**config.mk**
```make
export PLATFORM = sky130hd
export DESIGN_NAME = fixed_slot_free_list_allocator_flat
export DESIGN_NICKNAME = d
export VERILOG_FILES = /design/src/sv/fsfl_pkg.sv /design/src/sv/fsfl_ifs.sv /design/src/sv/fixed_slot_free_list_allocator.sv /design/src/sv/fsfl_ram.sv /design/src/sv/fsfl_div.sv /design/src/flat_wrapper.sv
export SDC_FILE = /design/constraint.sdc
export NUM_CORES = 2
export LEC_CHECK = 0
export ABC_AREA = 0
export ABC_CLOCK_PERIOD_IN_PS = 10000
export BUFFER_PORTS_ARGS = -buffer_cell sky130_fd_sc_hd__buf_2
export CORE_MARGIN = 2
export CORE_UTILIZATION = 60
export CTS_CLUSTER_SIZE = 14
export DETAILED_ROUTE_END_ITERATION = 7
export HOLD_SLACK_MARGIN = 0.03
export PLACE_DENSITY = 0.79
export SLEW_MARGIN = 10
export SYNTH_ARGS = -nofsm -noshare
export SYNTH_HDL_FRONTEND = slang
export SYNTH_SLANG_ARGS = --single-unit
```
**constraint.sdc**
```tcl
create_clock -name clk -period 10 [get_ports clk]
set_input_delay 1 -clock clk [delete_from_list [all_inputs] [get_ports clk]]
set_output_delay 1 -clock clk [all_outputs]
set_load 0.01 [all_outputs]
```
**src/sv/fsfl_pkg.sv**
```systemverilog
// ----------------------------------------------------------------------------
// fsfl_pkg
// Shared types and constants of the fixed-slot free-list allocator.
// ----------------------------------------------------------------------------
package fsfl_pkg;

  // Pool geometry
  localparam int MAX_SLOTS = 256;
  localparam int SLOT_W    = $clog2(MAX_SLOTS);      // slot index width
  localparam int COUNT_W   = $clog2(MAX_SLOTS + 1);  // counts up to MAX_SLOTS

  // Field widths
  localparam int ADDR_W    = 32;
  localparam int SIZE_W    = 13;
  localparam int GROW_W    = 9;
  localparam int CMD_W     = 2;
  localparam int STATUS_W  = 2;
  localparam int CFG_IDX_W = 2;

  // Width for growth arithmetic, covers both counts and grow_count
  localparam int CALC_W    = (COUNT_W > GROW_W) ? COUNT_W : GROW_W;

  // Divider
  localparam int DIV_STEPS = ADDR_W;
  localparam int DIV_CNT_W = $clog2(DIV_STEPS);

  typedef enum logic [CMD_W-1:0] {
    CMD_ALLOC    = 2'd0,
    CMD_FREE     = 2'd1,
    CMD_FREE_ALL = 2'd2
  } cmd_e;

  typedef enum logic [STATUS_W-1:0] {
    ST_OK           = 2'd0,
    ST_OOM          = 2'd1,
    ST_NOT_SLOT     = 2'd2,
    ST_ALREADY_FREE = 2'd3
  } status_e;

  typedef enum logic [CFG_IDX_W-1:0] {
    REG_POOL_BASE  = 2'd0,
    REG_ITEM_SIZE  = 2'd1,
    REG_GROW_COUNT = 2'd2
  } cfg_reg_e;

  typedef enum logic [2:0] {
    S_IDLE,
    S_GROW,
    S_POP,
    S_POP_DATA,
    S_DIV_START,
    S_DIV_WAIT,
    S_FREE_CHECK,
    S_RESP
  } state_e;

  // Divider request and response
  typedef struct packed {
    logic              start;
    logic [ADDR_W-1:0] dividend;
    logic [SIZE_W-1:0] divisor;
  } div_req_t;

  typedef struct packed {
    logic              done;
    logic [ADDR_W-1:0] quotient;
    logic [SIZE_W-1:0] remainder;
  } div_rsp_t;

endpackage

```
**src/sv/fsfl_ifs.sv**
```systemverilog
// ----------------------------------------------------------------------------
// fsfl_ifs
// Valid/ready channels of the allocator: command, result and register write.
// ----------------------------------------------------------------------------
interface fsfl_cmd_if;
  logic                        valid;
  logic                        ready;
  logic [fsfl_pkg::CMD_W-1:0]  command;
  logic [fsfl_pkg::ADDR_W-1:0] slot_address;

  modport source (output valid, output command, output slot_address, input ready);
  modport sink   (input valid, input command, input slot_address, output ready);
endinterface

interface fsfl_res_if;
  logic                          valid;
  logic                          ready;
  logic [fsfl_pkg::ADDR_W-1:0]   granted_address;
  logic [fsfl_pkg::STATUS_W-1:0] status;
  logic [fsfl_pkg::COUNT_W-1:0]  live_count;

  modport source (output valid, output granted_address, output status,
                  output live_count, input ready);
  modport sink   (input valid, input granted_address, input status,
                  input live_count, output ready);
endinterface

interface fsfl_cfg_if;
  logic                           valid;
  logic                           ready;
  logic [fsfl_pkg::CFG_IDX_W-1:0] index;
  logic [fsfl_pkg::ADDR_W-1:0]    data;

  modport source (output valid, output index, output data, input ready);
  modport sink   (input valid, input index, input data, output ready);
endinterface

```
**src/sv/fixed_slot_free_list_allocator.sv**
```systemverilog
// ----------------------------------------------------------------------------
// fixed_slot_free_list_allocator
// Fixed-size slot pool with a LIFO free list, double-free bitmap and free-all.
// ----------------------------------------------------------------------------
//  channel  role    payload                                   handshake
//  cmd      sink    command, slot_address                     valid/ready
//  res      source  granted_address, status, live_count       valid/ready
//  cfg      sink    index, data (pool_base/item_size/grow)    valid/ready
//
//  One command at a time; states below lead from accept to the result register.
//  Alloc, non-empty list: S_POP, S_POP_DATA, S_RESP; free-all and others: S_RESP.
//  Alloc that grows the pool: S_GROW first, one link per cycle; at full pool: S_RESP.
//  Free: S_DIV_START, S_DIV_WAIT, S_FREE_CHECK, S_RESP, or S_RESP alone at stride 0.
//  rst is synchronous; the link and free-bit RAMs are not cleared, every entry
//  below enabled_slots is written by a grow before it is read. A result waits
//  in the output register while res stalls; a new command is taken once the
//  previous result is registered.
// ----------------------------------------------------------------------------
module fixed_slot_free_list_allocator (
  input  logic    clk,
  input  logic    rst,
  fsfl_cmd_if.sink   cmd,
  fsfl_res_if.source res,
  fsfl_cfg_if.sink   cfg
);

  localparam int SLOT_W  = fsfl_pkg::SLOT_W;
  localparam int COUNT_W = fsfl_pkg::COUNT_W;
  localparam int CALC_W  = fsfl_pkg::CALC_W;
  localparam int ADDR_W  = fsfl_pkg::ADDR_W;
  localparam int SIZE_W  = fsfl_pkg::SIZE_W;
  localparam int PROD_W  = SLOT_W + SIZE_W;

  fsfl_pkg::state_e state, state_next;

  // Configuration registers
  logic [ADDR_W-1:0]           pool_base;
  logic [SIZE_W-1:0]           item_size;
  logic [fsfl_pkg::GROW_W-1:0] grow_count;

  // Allocator state
  logic [SLOT_W-1:0]    free_head;
  logic [COUNT_W-1:0]   enabled_slots;
  logic [COUNT_W-1:0]   allocated_count;

  // Working registers
  logic [ADDR_W-1:0]    offset;
  logic [COUNT_W-1:0]   grow_ctr;
  logic [COUNT_W-1:0]   grow_end;
  logic [SLOT_W-1:0]    pop_idx;
  logic [PROD_W-1:0]    product;
  logic [ADDR_W-1:0]    rsp_granted;
  fsfl_pkg::status_e    rsp_status;

  // Output register
  logic                 out_valid;
  logic [ADDR_W-1:0]    out_granted;
  fsfl_pkg::status_e    out_status;
  logic [COUNT_W-1:0]   out_count;

  // Link RAM
  logic                 ram_we;
  logic [SLOT_W-1:0]    ram_waddr;
  logic [SLOT_W-1:0]    ram_rdata;

  // Free-bit RAM
  logic                 free_we;
  logic [SLOT_W-1:0]    free_waddr;
  logic                 free_wdata;
  logic                 free_bit;

  // Divider
  fsfl_pkg::div_req_t   div_req;
  fsfl_pkg::div_rsp_t   div_rsp;

  // Growth size: min(max(grow_count,1), room left)
  logic [CALC_W-1:0]    grow_eff;
  logic [CALC_W-1:0]    room;
  logic [CALC_W-1:0]    grow_n;
  logic                 cmd_fire;
  logic                 out_load;
  logic                 last_grow;
  logic [SLOT_W-1:0]    free_idx;
  logic                 free_bad_slot;
  logic                 free_ok;

  assign grow_eff = (grow_count == '0) ? CALC_W'(1) : CALC_W'(grow_count);
  assign room     = CALC_W'(fsfl_pkg::MAX_SLOTS) - CALC_W'(enabled_slots);
  assign grow_n   = (grow_eff < room) ? grow_eff : room;

  assign cmd_fire  = cmd.valid && cmd.ready;
  assign out_load  = (state == fsfl_pkg::S_RESP) && (!out_valid || res.ready);
  assign last_grow = (grow_ctr + 1'b1) == grow_end;

  // Free bit is read as the divider finishes, valid in S_FREE_CHECK
  assign free_idx      = div_rsp.quotient[SLOT_W-1:0];
  assign free_bad_slot = (div_rsp.remainder != '0) ||
                         (div_rsp.quotient >= ADDR_W'(enabled_slots));
  assign free_ok       = !free_bad_slot && !free_bit;

  assign cmd.ready = (state == fsfl_pkg::S_IDLE);
  assign cfg.ready = 1'b1;

  assign res.valid           = out_valid;
  assign res.granted_address = out_granted;
  assign res.status          = out_status;
  assign res.live_count      = out_count;

  // Configuration writes
  always_ff @(posedge clk) begin
    if (rst) begin
      pool_base  <= '0;
      item_size  <= SIZE_W'(4);
      grow_count <= fsfl_pkg::GROW_W'(16);
    end else if (cfg.valid && cfg.ready) begin
      case (fsfl_pkg::cfg_reg_e'(cfg.index))
        fsfl_pkg::REG_POOL_BASE:  pool_base  <= cfg.data;
        fsfl_pkg::REG_ITEM_SIZE:  item_size  <= cfg.data[SIZE_W-1:0];
        fsfl_pkg::REG_GROW_COUNT: grow_count <= cfg.data[fsfl_pkg::GROW_W-1:0];
        default: ;
      endcase
    end
  end

  // State register
  always_ff @(posedge clk) begin
    if (rst) begin
      state <= fsfl_pkg::S_IDLE;
    end else begin
      state <= state_next;
    end
  end

  // Sequencer: next state and unit controls
  always_comb begin
    state_next       = state;
    div_req.start    = 1'b0;
    div_req.dividend = offset;
    div_req.divisor  = item_size;
    ram_we           = 1'b0;
    ram_waddr        = grow_ctr[SLOT_W-1:0];
    free_we          = 1'b0;
    free_waddr       = grow_ctr[SLOT_W-1:0];
    free_wdata       = 1'b1;
    case (state)
      fsfl_pkg::S_IDLE: begin
        if (cmd_fire) begin
          case (fsfl_pkg::cmd_e'(cmd.command))
            fsfl_pkg::CMD_ALLOC: begin
              if (allocated_count < enabled_slots) begin
                state_next = fsfl_pkg::S_POP;
              end else if (enabled_slots == COUNT_W'(fsfl_pkg::MAX_SLOTS)) begin
                state_next = fsfl_pkg::S_RESP;
              end else begin
                state_next = fsfl_pkg::S_GROW;
              end
            end
            fsfl_pkg::CMD_FREE: begin
              state_next = (item_size == '0) ? fsfl_pkg::S_RESP
                                             : fsfl_pkg::S_DIV_START;
            end
            default: state_next = fsfl_pkg::S_RESP;
          endcase
        end
      end
      fsfl_pkg::S_GROW: begin
        ram_we  = 1'b1;
        free_we = 1'b1;
        if (last_grow) begin
          state_next = fsfl_pkg::S_POP;
        end
      end
      fsfl_pkg::S_POP:      state_next = fsfl_pkg::S_POP_DATA;
      fsfl_pkg::S_POP_DATA: begin
        free_we    = 1'b1;
        free_waddr = pop_idx;
        free_wdata = 1'b0;
        state_next = fsfl_pkg::S_RESP;
      end
      fsfl_pkg::S_DIV_START: begin
        div_req.start = 1'b1;
        state_next    = fsfl_pkg::S_DIV_WAIT;
      end
      fsfl_pkg::S_DIV_WAIT: begin
        if (div_rsp.done) begin
          state_next = fsfl_pkg::S_FREE_CHECK;
        end
      end
      fsfl_pkg::S_FREE_CHECK: begin
        ram_waddr  = free_idx;
        ram_we     = free_ok;
        free_waddr = free_idx;
        free_we    = free_ok;
        state_next = fsfl_pkg::S_RESP;
      end
      fsfl_pkg::S_RESP: begin
        if (out_load) begin
          state_next = fsfl_pkg::S_IDLE;
        end
      end
      default: state_next = fsfl_pkg::S_IDLE;
    endcase
  end

  // Allocator state
  always_ff @(posedge clk) begin
    if (rst) begin
      free_head       <= '0;
      enabled_slots   <= '0;
      allocated_count <= '0;
    end else begin
      case (state)
        fsfl_pkg::S_IDLE: begin
          if (cmd_fire && (fsfl_pkg::cmd_e'(cmd.command) == fsfl_pkg::CMD_FREE_ALL)) begin
            free_head       <= '0;
            enabled_slots   <= '0;
            allocated_count <= '0;
          end
        end
        fsfl_pkg::S_GROW: begin
          // push slots in ascending order
          free_head <= grow_ctr[SLOT_W-1:0];
          if (last_grow) begin
            enabled_slots <= grow_end;
          end
        end
        fsfl_pkg::S_POP_DATA: begin
          free_head       <= ram_rdata;
          allocated_count <= allocated_count + 1'b1;
        end
        fsfl_pkg::S_FREE_CHECK: begin
          if (free_ok) begin
            free_head <= free_idx;
            if (allocated_count != '0) begin
              allocated_count <= allocated_count - 1'b1;
            end
          end
        end
        default: ;
      endcase
    end
  end

  // Working registers and staged result
  always_ff @(posedge clk) begin
    case (state)
      fsfl_pkg::S_IDLE: begin
        rsp_granted <= '0;
        grow_ctr    <= enabled_slots;
        grow_end    <= enabled_slots + COUNT_W'(grow_n);
        offset      <= cmd.slot_address - pool_base;
        if ((fsfl_pkg::cmd_e'(cmd.command) == fsfl_pkg::CMD_ALLOC) &&
            (allocated_count >= enabled_slots) &&
            (enabled_slots == COUNT_W'(fsfl_pkg::MAX_SLOTS))) begin
          rsp_status <= fsfl_pkg::ST_OOM;
        end else if (fsfl_pkg::cmd_e'(cmd.command) == fsfl_pkg::CMD_FREE) begin
          rsp_status <= fsfl_pkg::ST_NOT_SLOT;
        end else begin
          rsp_status <= fsfl_pkg::ST_OK;
        end
      end
      fsfl_pkg::S_GROW: begin
        grow_ctr <= grow_ctr + 1'b1;
      end
      fsfl_pkg::S_POP: begin
        pop_idx <= free_head;
        product <= PROD_W'(free_head) * PROD_W'(item_size);
      end
      fsfl_pkg::S_POP_DATA: begin
        rsp_granted <= pool_base + ADDR_W'(product);
        rsp_status  <= fsfl_pkg::ST_OK;
      end
      fsfl_pkg::S_FREE_CHECK: begin
        if (free_bad_slot) begin
          rsp_status <= fsfl_pkg::ST_NOT_SLOT;
        end else if (free_bit) begin
          rsp_status <= fsfl_pkg::ST_ALREADY_FREE;
        end else begin
          rsp_status <= fsfl_pkg::ST_OK;
        end
      end
      default: ;
    endcase
  end

  // Output register
  always_ff @(posedge clk) begin
    if (rst) begin
      out_valid <= 1'b0;
    end else if (out_load) begin
      out_valid <= 1'b1;
    end else if (res.ready) begin
      out_valid <= 1'b0;
    end
  end

  always_ff @(posedge clk) begin
    if (out_load) begin
      out_granted <= rsp_granted;
      out_status  <= rsp_status;
      out_count   <= allocated_count;
    end
  end

  // Link RAM, one link per slot
  fsfl_ram #(
    .WIDTH (SLOT_W),
    .DEPTH (fsfl_pkg::MAX_SLOTS)
  ) u_link_ram (
    .clk   (clk),
    .we    (ram_we),
    .waddr (ram_waddr),
    .wdata (free_head),
    .raddr (free_head),
    .rdata (ram_rdata)
  );

  // Free-bit RAM, double-free bitmap
  fsfl_ram #(
    .WIDTH (1),
    .DEPTH (fsfl_pkg::MAX_SLOTS)
  ) u_free_ram (
    .clk   (clk),
    .we    (free_we),
    .waddr (free_waddr),
    .wdata (free_wdata),
    .raddr (free_idx),
    .rdata (free_bit)
  );

  // 32-step divider for the slot boundary check
  fsfl_div u_div (
    .clk (clk),
    .rst (rst),
    .req (div_req),
    .rsp (div_rsp)
  );

  // Checks
  a_count_in_pool: assert property (@(posedge clk) disable iff (rst)
    allocated_count <= enabled_slots)
    else $error("allocated count exceeds enabled slots");

  a_enabled_bound: assert property (@(posedge clk) disable iff (rst)
    enabled_slots <= COUNT_W'(fsfl_pkg::MAX_SLOTS))
    else $error("enabled slots beyond pool size");

  a_grow_range: assert property (@(posedge clk) disable iff (rst)
    (state == fsfl_pkg::S_GROW) |-> (grow_ctr < grow_end))
    else $error("growth counter ran past its end");

  a_div_done_wait: assert property (@(posedge clk) disable iff (rst)
    div_rsp.done |-> (state == fsfl_pkg::S_DIV_WAIT))
    else $error("divider finished outside of a free");

  a_pop_nonempty: assert property (@(posedge clk) disable iff (rst)
    (state == fsfl_pkg::S_POP) |-> (allocated_count < enabled_slots))
    else $error("pop from an empty free list");

endmodule

```
**src/sv/fsfl_ram.sv**
```systemverilog
// ----------------------------------------------------------------------------
// fsfl_ram
// Generic single-write, single-read RAM with registered read data.
// ----------------------------------------------------------------------------
module fsfl_ram #(
  parameter int WIDTH = 8,
  parameter int DEPTH = 256
) (
  input  logic                     clk,
  input  logic                     we,
  input  logic [$clog2(DEPTH)-1:0] waddr,
  input  logic [WIDTH-1:0]         wdata,
  input  logic [$clog2(DEPTH)-1:0] raddr,
  output logic [WIDTH-1:0]         rdata
);

  logic [WIDTH-1:0] mem [DEPTH];

  always_ff @(posedge clk) begin
    if (we) begin
      mem[waddr] <= wdata;
    end
    rdata <= mem[raddr];
  end

endmodule

```
**src/sv/fsfl_div.sv**
```systemverilog
// ----------------------------------------------------------------------------
// fsfl_div
// Restoring divider, one quotient bit per cycle, for the free address check.
// ----------------------------------------------------------------------------
module fsfl_div (
  input  logic               clk,
  input  logic               rst,
  input  fsfl_pkg::div_req_t req,
  output fsfl_pkg::div_rsp_t rsp
);

  logic                            busy;
  logic                            done;
  logic [fsfl_pkg::DIV_CNT_W-1:0]  cnt;
  logic [fsfl_pkg::ADDR_W-1:0]     quo;
  logic [fsfl_pkg::SIZE_W-1:0]     rem;
  logic [fsfl_pkg::SIZE_W-1:0]     divisor;
  logic [fsfl_pkg::SIZE_W:0]       shifted;
  logic                            fits;

  // One trial subtract per cycle
  assign shifted = {rem, quo[fsfl_pkg::ADDR_W-1]};
  assign fits    = shifted >= {1'b0, divisor};

  // Control
  always_ff @(posedge clk) begin
    if (rst) begin
      busy <= 1'b0;
      done <= 1'b0;
      cnt  <= '0;
    end else begin
      done <= 1'b0;
      if (req.start) begin
        busy <= 1'b1;
        cnt  <= '0;
      end else if (busy) begin
        cnt <= cnt + 1'b1;
        if (cnt == fsfl_pkg::DIV_CNT_W'(fsfl_pkg::DIV_STEPS - 1)) begin
          busy <= 1'b0;
          done <= 1'b1;
        end
      end
    end
  end

  // Datapath
  always_ff @(posedge clk) begin
    if (req.start) begin
      quo     <= req.dividend;
      rem     <= '0;
      divisor <= req.divisor;
    end else if (busy) begin
      quo <= {quo[fsfl_pkg::ADDR_W-2:0], fits};
      rem <= fits ? fsfl_pkg::SIZE_W'(shifted - {1'b0, divisor})
                  : shifted[fsfl_pkg::SIZE_W-1:0];
    end
  end

  assign rsp.done      = done;
  assign rsp.quotient  = quo;
  assign rsp.remainder = rem;

endmodule

```
**src/flat_wrapper.sv**
```systemverilog
// flat-port wrapper written by rule: the top's interface ports become plain ports
module fixed_slot_free_list_allocator_flat 
  (clk, rst, cmd_valid, cmd_command, cmd_slot_address, cmd_ready, res_valid, res_granted_address, res_status, res_live_count, res_ready, cfg_valid, cfg_index, cfg_data, cfg_ready);
  fsfl_cmd_if cmd_i ();
  fsfl_res_if res_i ();
  fsfl_cfg_if cfg_i ();
  input  logic clk;
  input  logic rst;
  input wire logic [$bits(cmd_i.valid)-1:0] cmd_valid;
  input wire logic [$bits(cmd_i.command)-1:0] cmd_command;
  input wire logic [$bits(cmd_i.slot_address)-1:0] cmd_slot_address;
  output wire logic [$bits(cmd_i.ready)-1:0] cmd_ready;
  output wire logic [$bits(res_i.valid)-1:0] res_valid;
  output wire logic [$bits(res_i.granted_address)-1:0] res_granted_address;
  output wire logic [$bits(res_i.status)-1:0] res_status;
  output wire logic [$bits(res_i.live_count)-1:0] res_live_count;
  input wire logic [$bits(res_i.ready)-1:0] res_ready;
  input wire logic [$bits(cfg_i.valid)-1:0] cfg_valid;
  input wire logic [$bits(cfg_i.index)-1:0] cfg_index;
  input wire logic [$bits(cfg_i.data)-1:0] cfg_data;
  output wire logic [$bits(cfg_i.ready)-1:0] cfg_ready;
  assign cmd_i.valid = cmd_valid;
  assign cmd_i.command = cmd_command;
  assign cmd_i.slot_address = cmd_slot_address;
  assign cmd_ready = cmd_i.ready;
  assign res_valid = res_i.valid;
  assign res_granted_address = res_i.granted_address;
  assign res_status = res_i.status;
  assign res_live_count = res_i.live_count;
  assign res_i.ready = res_ready;
  assign cfg_i.valid = cfg_valid;
  assign cfg_i.index = cfg_index;
  assign cfg_i.data = cfg_data;
  assign cfg_ready = cfg_i.ready;
  fixed_slot_free_list_allocator u_core (.clk(clk), .rst(rst), .cmd(cmd_i), .res(res_i), .cfg(cfg_i));
endmodule
```
==> results_dict.tcl <==
set metrics [dict create \
    grt_pass1_wl_um 386000 \
    maxSlewHeadroom_pct 14.7 \
    post-cts-setup-buffers 0 \
    worst_hold_slack_ps 347 \
    preCtsSetupSlack_ps 4060 \
    start_util_pct 60.4 \
    drt-total-wl_um 259000 \
    arrival_ps 6630 \
    grt_antenna_before_repair 12 \
    die_w_um 431 \
    io_buffers 117 \
    clk_pin_slew_ps 60 \
    drt-vias-per-instance 6.66 \
    seq_area_frac_synth_pct 70.9 \
    cts_buffers 276 \
    num_rows 156 \
    htreeDepth 5 \
    fin_cells 8647 \
    p_switching_mw 8.53 \
    clk_latency_ps 950 \
    route.detailed.drc 0 \
    cts-root-buf "clkbuf_16" \
    reg2reg_slack_ps 4010 \
    ys_ff_latch 2618 \
    setup-tns-final_ps 0 \
    finalCritPeriodShare_pct 59.9 \
    hold_class "input pin to flip-flop" \
    cts_buffer_depth 4 \
    dpl_cell_area_um2 112000 \
    grt_max_degree 212 \
    required_ps 10640 \
    r2r_cells 15 \
    holdCritStartpoint "cfg_data[22]" \
    postSynthCellCount 5949 \
    syn_avg_cell_area_um2 18.4 \
    p_int_mw 21.3 \
    setup_ws_ps 4010 \
    slew_viol_final 0 \
    grt_pass1_vias 58300 \
    area_growth_pct 10.5 \
    fin_nets 6380 \
    yosysWarnings 0 \
    report.power.total_mw 29.9 \
    dr.first_iter.drc_count 7609 \
    cts_tree "done" \
    combPwrFrac_pct 21.1 \
    finalHoldViolations 0 \
    detail-route-antenna-nets 0 \
    crit_type "flip-flop to flip-flop" \
    holdPathStages 3 \
    outcome "completed" \
    synth.net_count 6245 \
    tightest_slew_ps 1270 \
    async_flop_share_pct 0 \
    die_h_um 431 \
    wire_per_inst_um 30.0 \
    swShare_pct 28.6 \
    placed_cells 8176 \
    min_to "u_core.pool_base[22]$_SDFFE_PP0P_" \
    layout-drive-gt1-share_pct 21.2 \
    grt_use_total_pct 28.2 \
    gp_congestion 0.882 \
    r2r-end "u_core.product[19]$_DFFE_PN_" \
    hpwlAfterDp_um 146000 \
    ir_worst_vdd_mv 0.346 \
    p_clk_share_pct 33.2 \
    ios 119 \
    max_freq_ghz 0.167 \
    die-area_um2 186000 \
    path_max_fanout 94 \
    period_needed_ps 5990 \
    cts.sinks 2618 \
    synth_edf_count 2505 \
    drt_first_pass_iters 5 \
    ctsHoldBuffers 0 \
    coreArea_um2 181000 \
    num_vias 57600 \
    pwr_density_cell_nw_per_um2 247 \
    utilization_pct 66.8 \
    critPathCaptureType "flip-flop" \
    cap_viol_max_count 0 \
    clock_skew_ps 73.4 \
    p_leak_nw 38.4 \
    overflow 0 \
    finalSetupViolCount 0 \
    power_frac_seq_pct 45.7 \
    synth.cell_area_um2 109000 \
    grt_setup_unrepaired "false" \
    final_cell_area_um2 121000 \
    yosysUniqueCellTypes 66 \
    cts_resized 0 \
    synth_ff_type "edfxtp_1" \
    r2r-start "u_core.free_head[3]$_SDFFE_PP0P_" \
    start_kind "flip-flop" \
]
-- synth_stat cells, drive strengths merged (11+ instances only) --
| master | count | share of area (%) |
|---|---|---|
| and2 | 89 | 0.51 |
| nor4 | 17 | 0.097 |
| mux4 | 765 | 16 |
| buf | 87 | 0.36 |
| or3 | 11 | 0.063 |
| nor3 | 38 | 0.17 |
| o21a | 21 | 0.14 |
| o21ai | 79 | 0.36 |
| fa | 71 | 1.3 |
| nand2 | 346 | 1.2 |
| inv | 167 | 0.57 |
| edfxtp | 2505 | 69 |
| nand3b | 20 | 0.14 |
| nor2b | 13 | 0.074 |
| nor2 | 657 | 2.3 |
| xnor2 | 75 | 0.60 |
| mux2i | 30 | 0.27 |
| nand2b | 28 | 0.16 |
| clkbuf | 241 | 0.83 |
| ha | 152 | 1.7 |
| o21bai | 17 | 0.12 |
| and3 | 11 | 0.063 |
| nand3 | 33 | 0.15 |
| dfxtp | 113 | 2.1 |
| xor2 | 36 | 0.29 |
| nand4 | 13 | 0.074 |
| a21o | 26 | 0.18 |
| a21oi | 167 | 0.76 |
-- power by group through the flow --
| stage | combinational (mW) | clock [mW] | sequential [mW] |
|---|---|---|---|
| 6_report | 6.29 | 9.91 | 13.7 |
| 5_1_grt | 6.68 | 10.4 | 13.7 |
| 4_1_cts | 6.28 | 9.99 | 13.6 |
| 3_5_place_dp | 6.18 | 0 | 13.9 |
| 3_3_place_gp | 6.03 | 0 | 13.8 |
| 2_1_floorplan | 4.09 | 0 | 13.9 |
-- cell usage in the layout (no fill, tap or decap), types with 78 or more instances in the layout --
master / synthesis / layout
dfxtp_1: 113 / 105
inv_1: 167 / 166
buf_2: 42 / 117
and2_1: 89 / 89
mux4_2: 765 / 765
a21oi_1: 167 / 167
nand2_1: 346 / 337
nor2_1: 657 / 656
edfxtp_1: 2505 / 2505
o21ai_0: 79 / 78
clkbuf_16: 0 / 283
ha_1: 152 / 152
-- sequential cells by signal, indices dropped and copies added, names as in the netlist, 21 cells and up --
name                        flops
u_core.res.granted_address     32
u_core.pool_base               32
u_core.u_free_ram.mem         256
u_core.product                 21
u_core.offset                  32
u_core.u_link_ram.mem        2048
u_core.u_div.quo               32
u_core.rsp_granted             32
-- kinds of logic (layout without fill, tap and decap cells) --
family                     Yosys count  after routing  synth area share, %
and+or+nand+nor                   1294           1294                 5.07
muxes                              795            795                 16.0
buffers and inverters              497            819                 1.77
AOI/OAI and AO/OA                  410            410                 2.33
other                                1              7              0.00343
adders and majority gates          223            223                 3.04
xor gates and xnor gates           111            111                0.889
DFF                               2618           2618                 70.9
-- final cells by class --
type                            count  area [um2]
Clock inverter                    121        1130
Inverter                          169         639
Antenna cell                        6        15.0
Tap cell                         2370        2970
Sequential cell                  2618       77500
Multi-Input combinational cell   2834       30000
Clock buffer                      344        7350
Timing Repair Buffer              185        1190
Fill cell                       11000       60100
-- critical path: stages, from the launching register on --
cell and delay, ps:
dfxtp_4 690, buf_4 870, and2_1 320, fa_1 490, fa_1 510, fa_1 490
inv_1 50, fa_1 480, inv_1 50, ha_1 330, o21a_1 200, o31a_1 110
o41ai_1 510, o2111ai_1 200, a21oi_1 210, xnor2_1 90
-- layer usage --
layer  vias up  share of wire [%]  routed length (um)  track usage, %
met5         -              0.030                  78               0
met4        12                4.6               11800            11.4
met3       690                9.6               25000            5.95
met2      3477                 50              129000            45.7
met1     29700                 36               93800            37.9
li1      23700                  -                   -               -
-- worst max-delay path by stage --
stage                                   endpoint  slack (ps)                             start  cells past startpoint
floorplan           u_core.product[19]$_DFFE_PN_         990  u_core.free_head[2]$_SDFFE_PP0P_                     21
global placement    u_core.product[19]$_DFFE_PN_        4190  u_core.free_head[3]$_SDFFE_PP0P_                     14
detailed placement  u_core.product[19]$_DFFE_PN_        4060  u_core.free_head[3]$_SDFFE_PP0P_                     14
CTS                 u_core.product[19]$_DFFE_PN_        4000  u_core.free_head[3]$_SDFFE_PP0P_                     15
global route        u_core.product[19]$_DFFE_PN_        3690  u_core.free_head[3]$_SDFFE_PP0P_                     15
finish              u_core.product[19]$_DFFE_PN_        4010  u_core.free_head[3]$_SDFFE_PP0P_                     15
(Power assumes the default switching activity.)
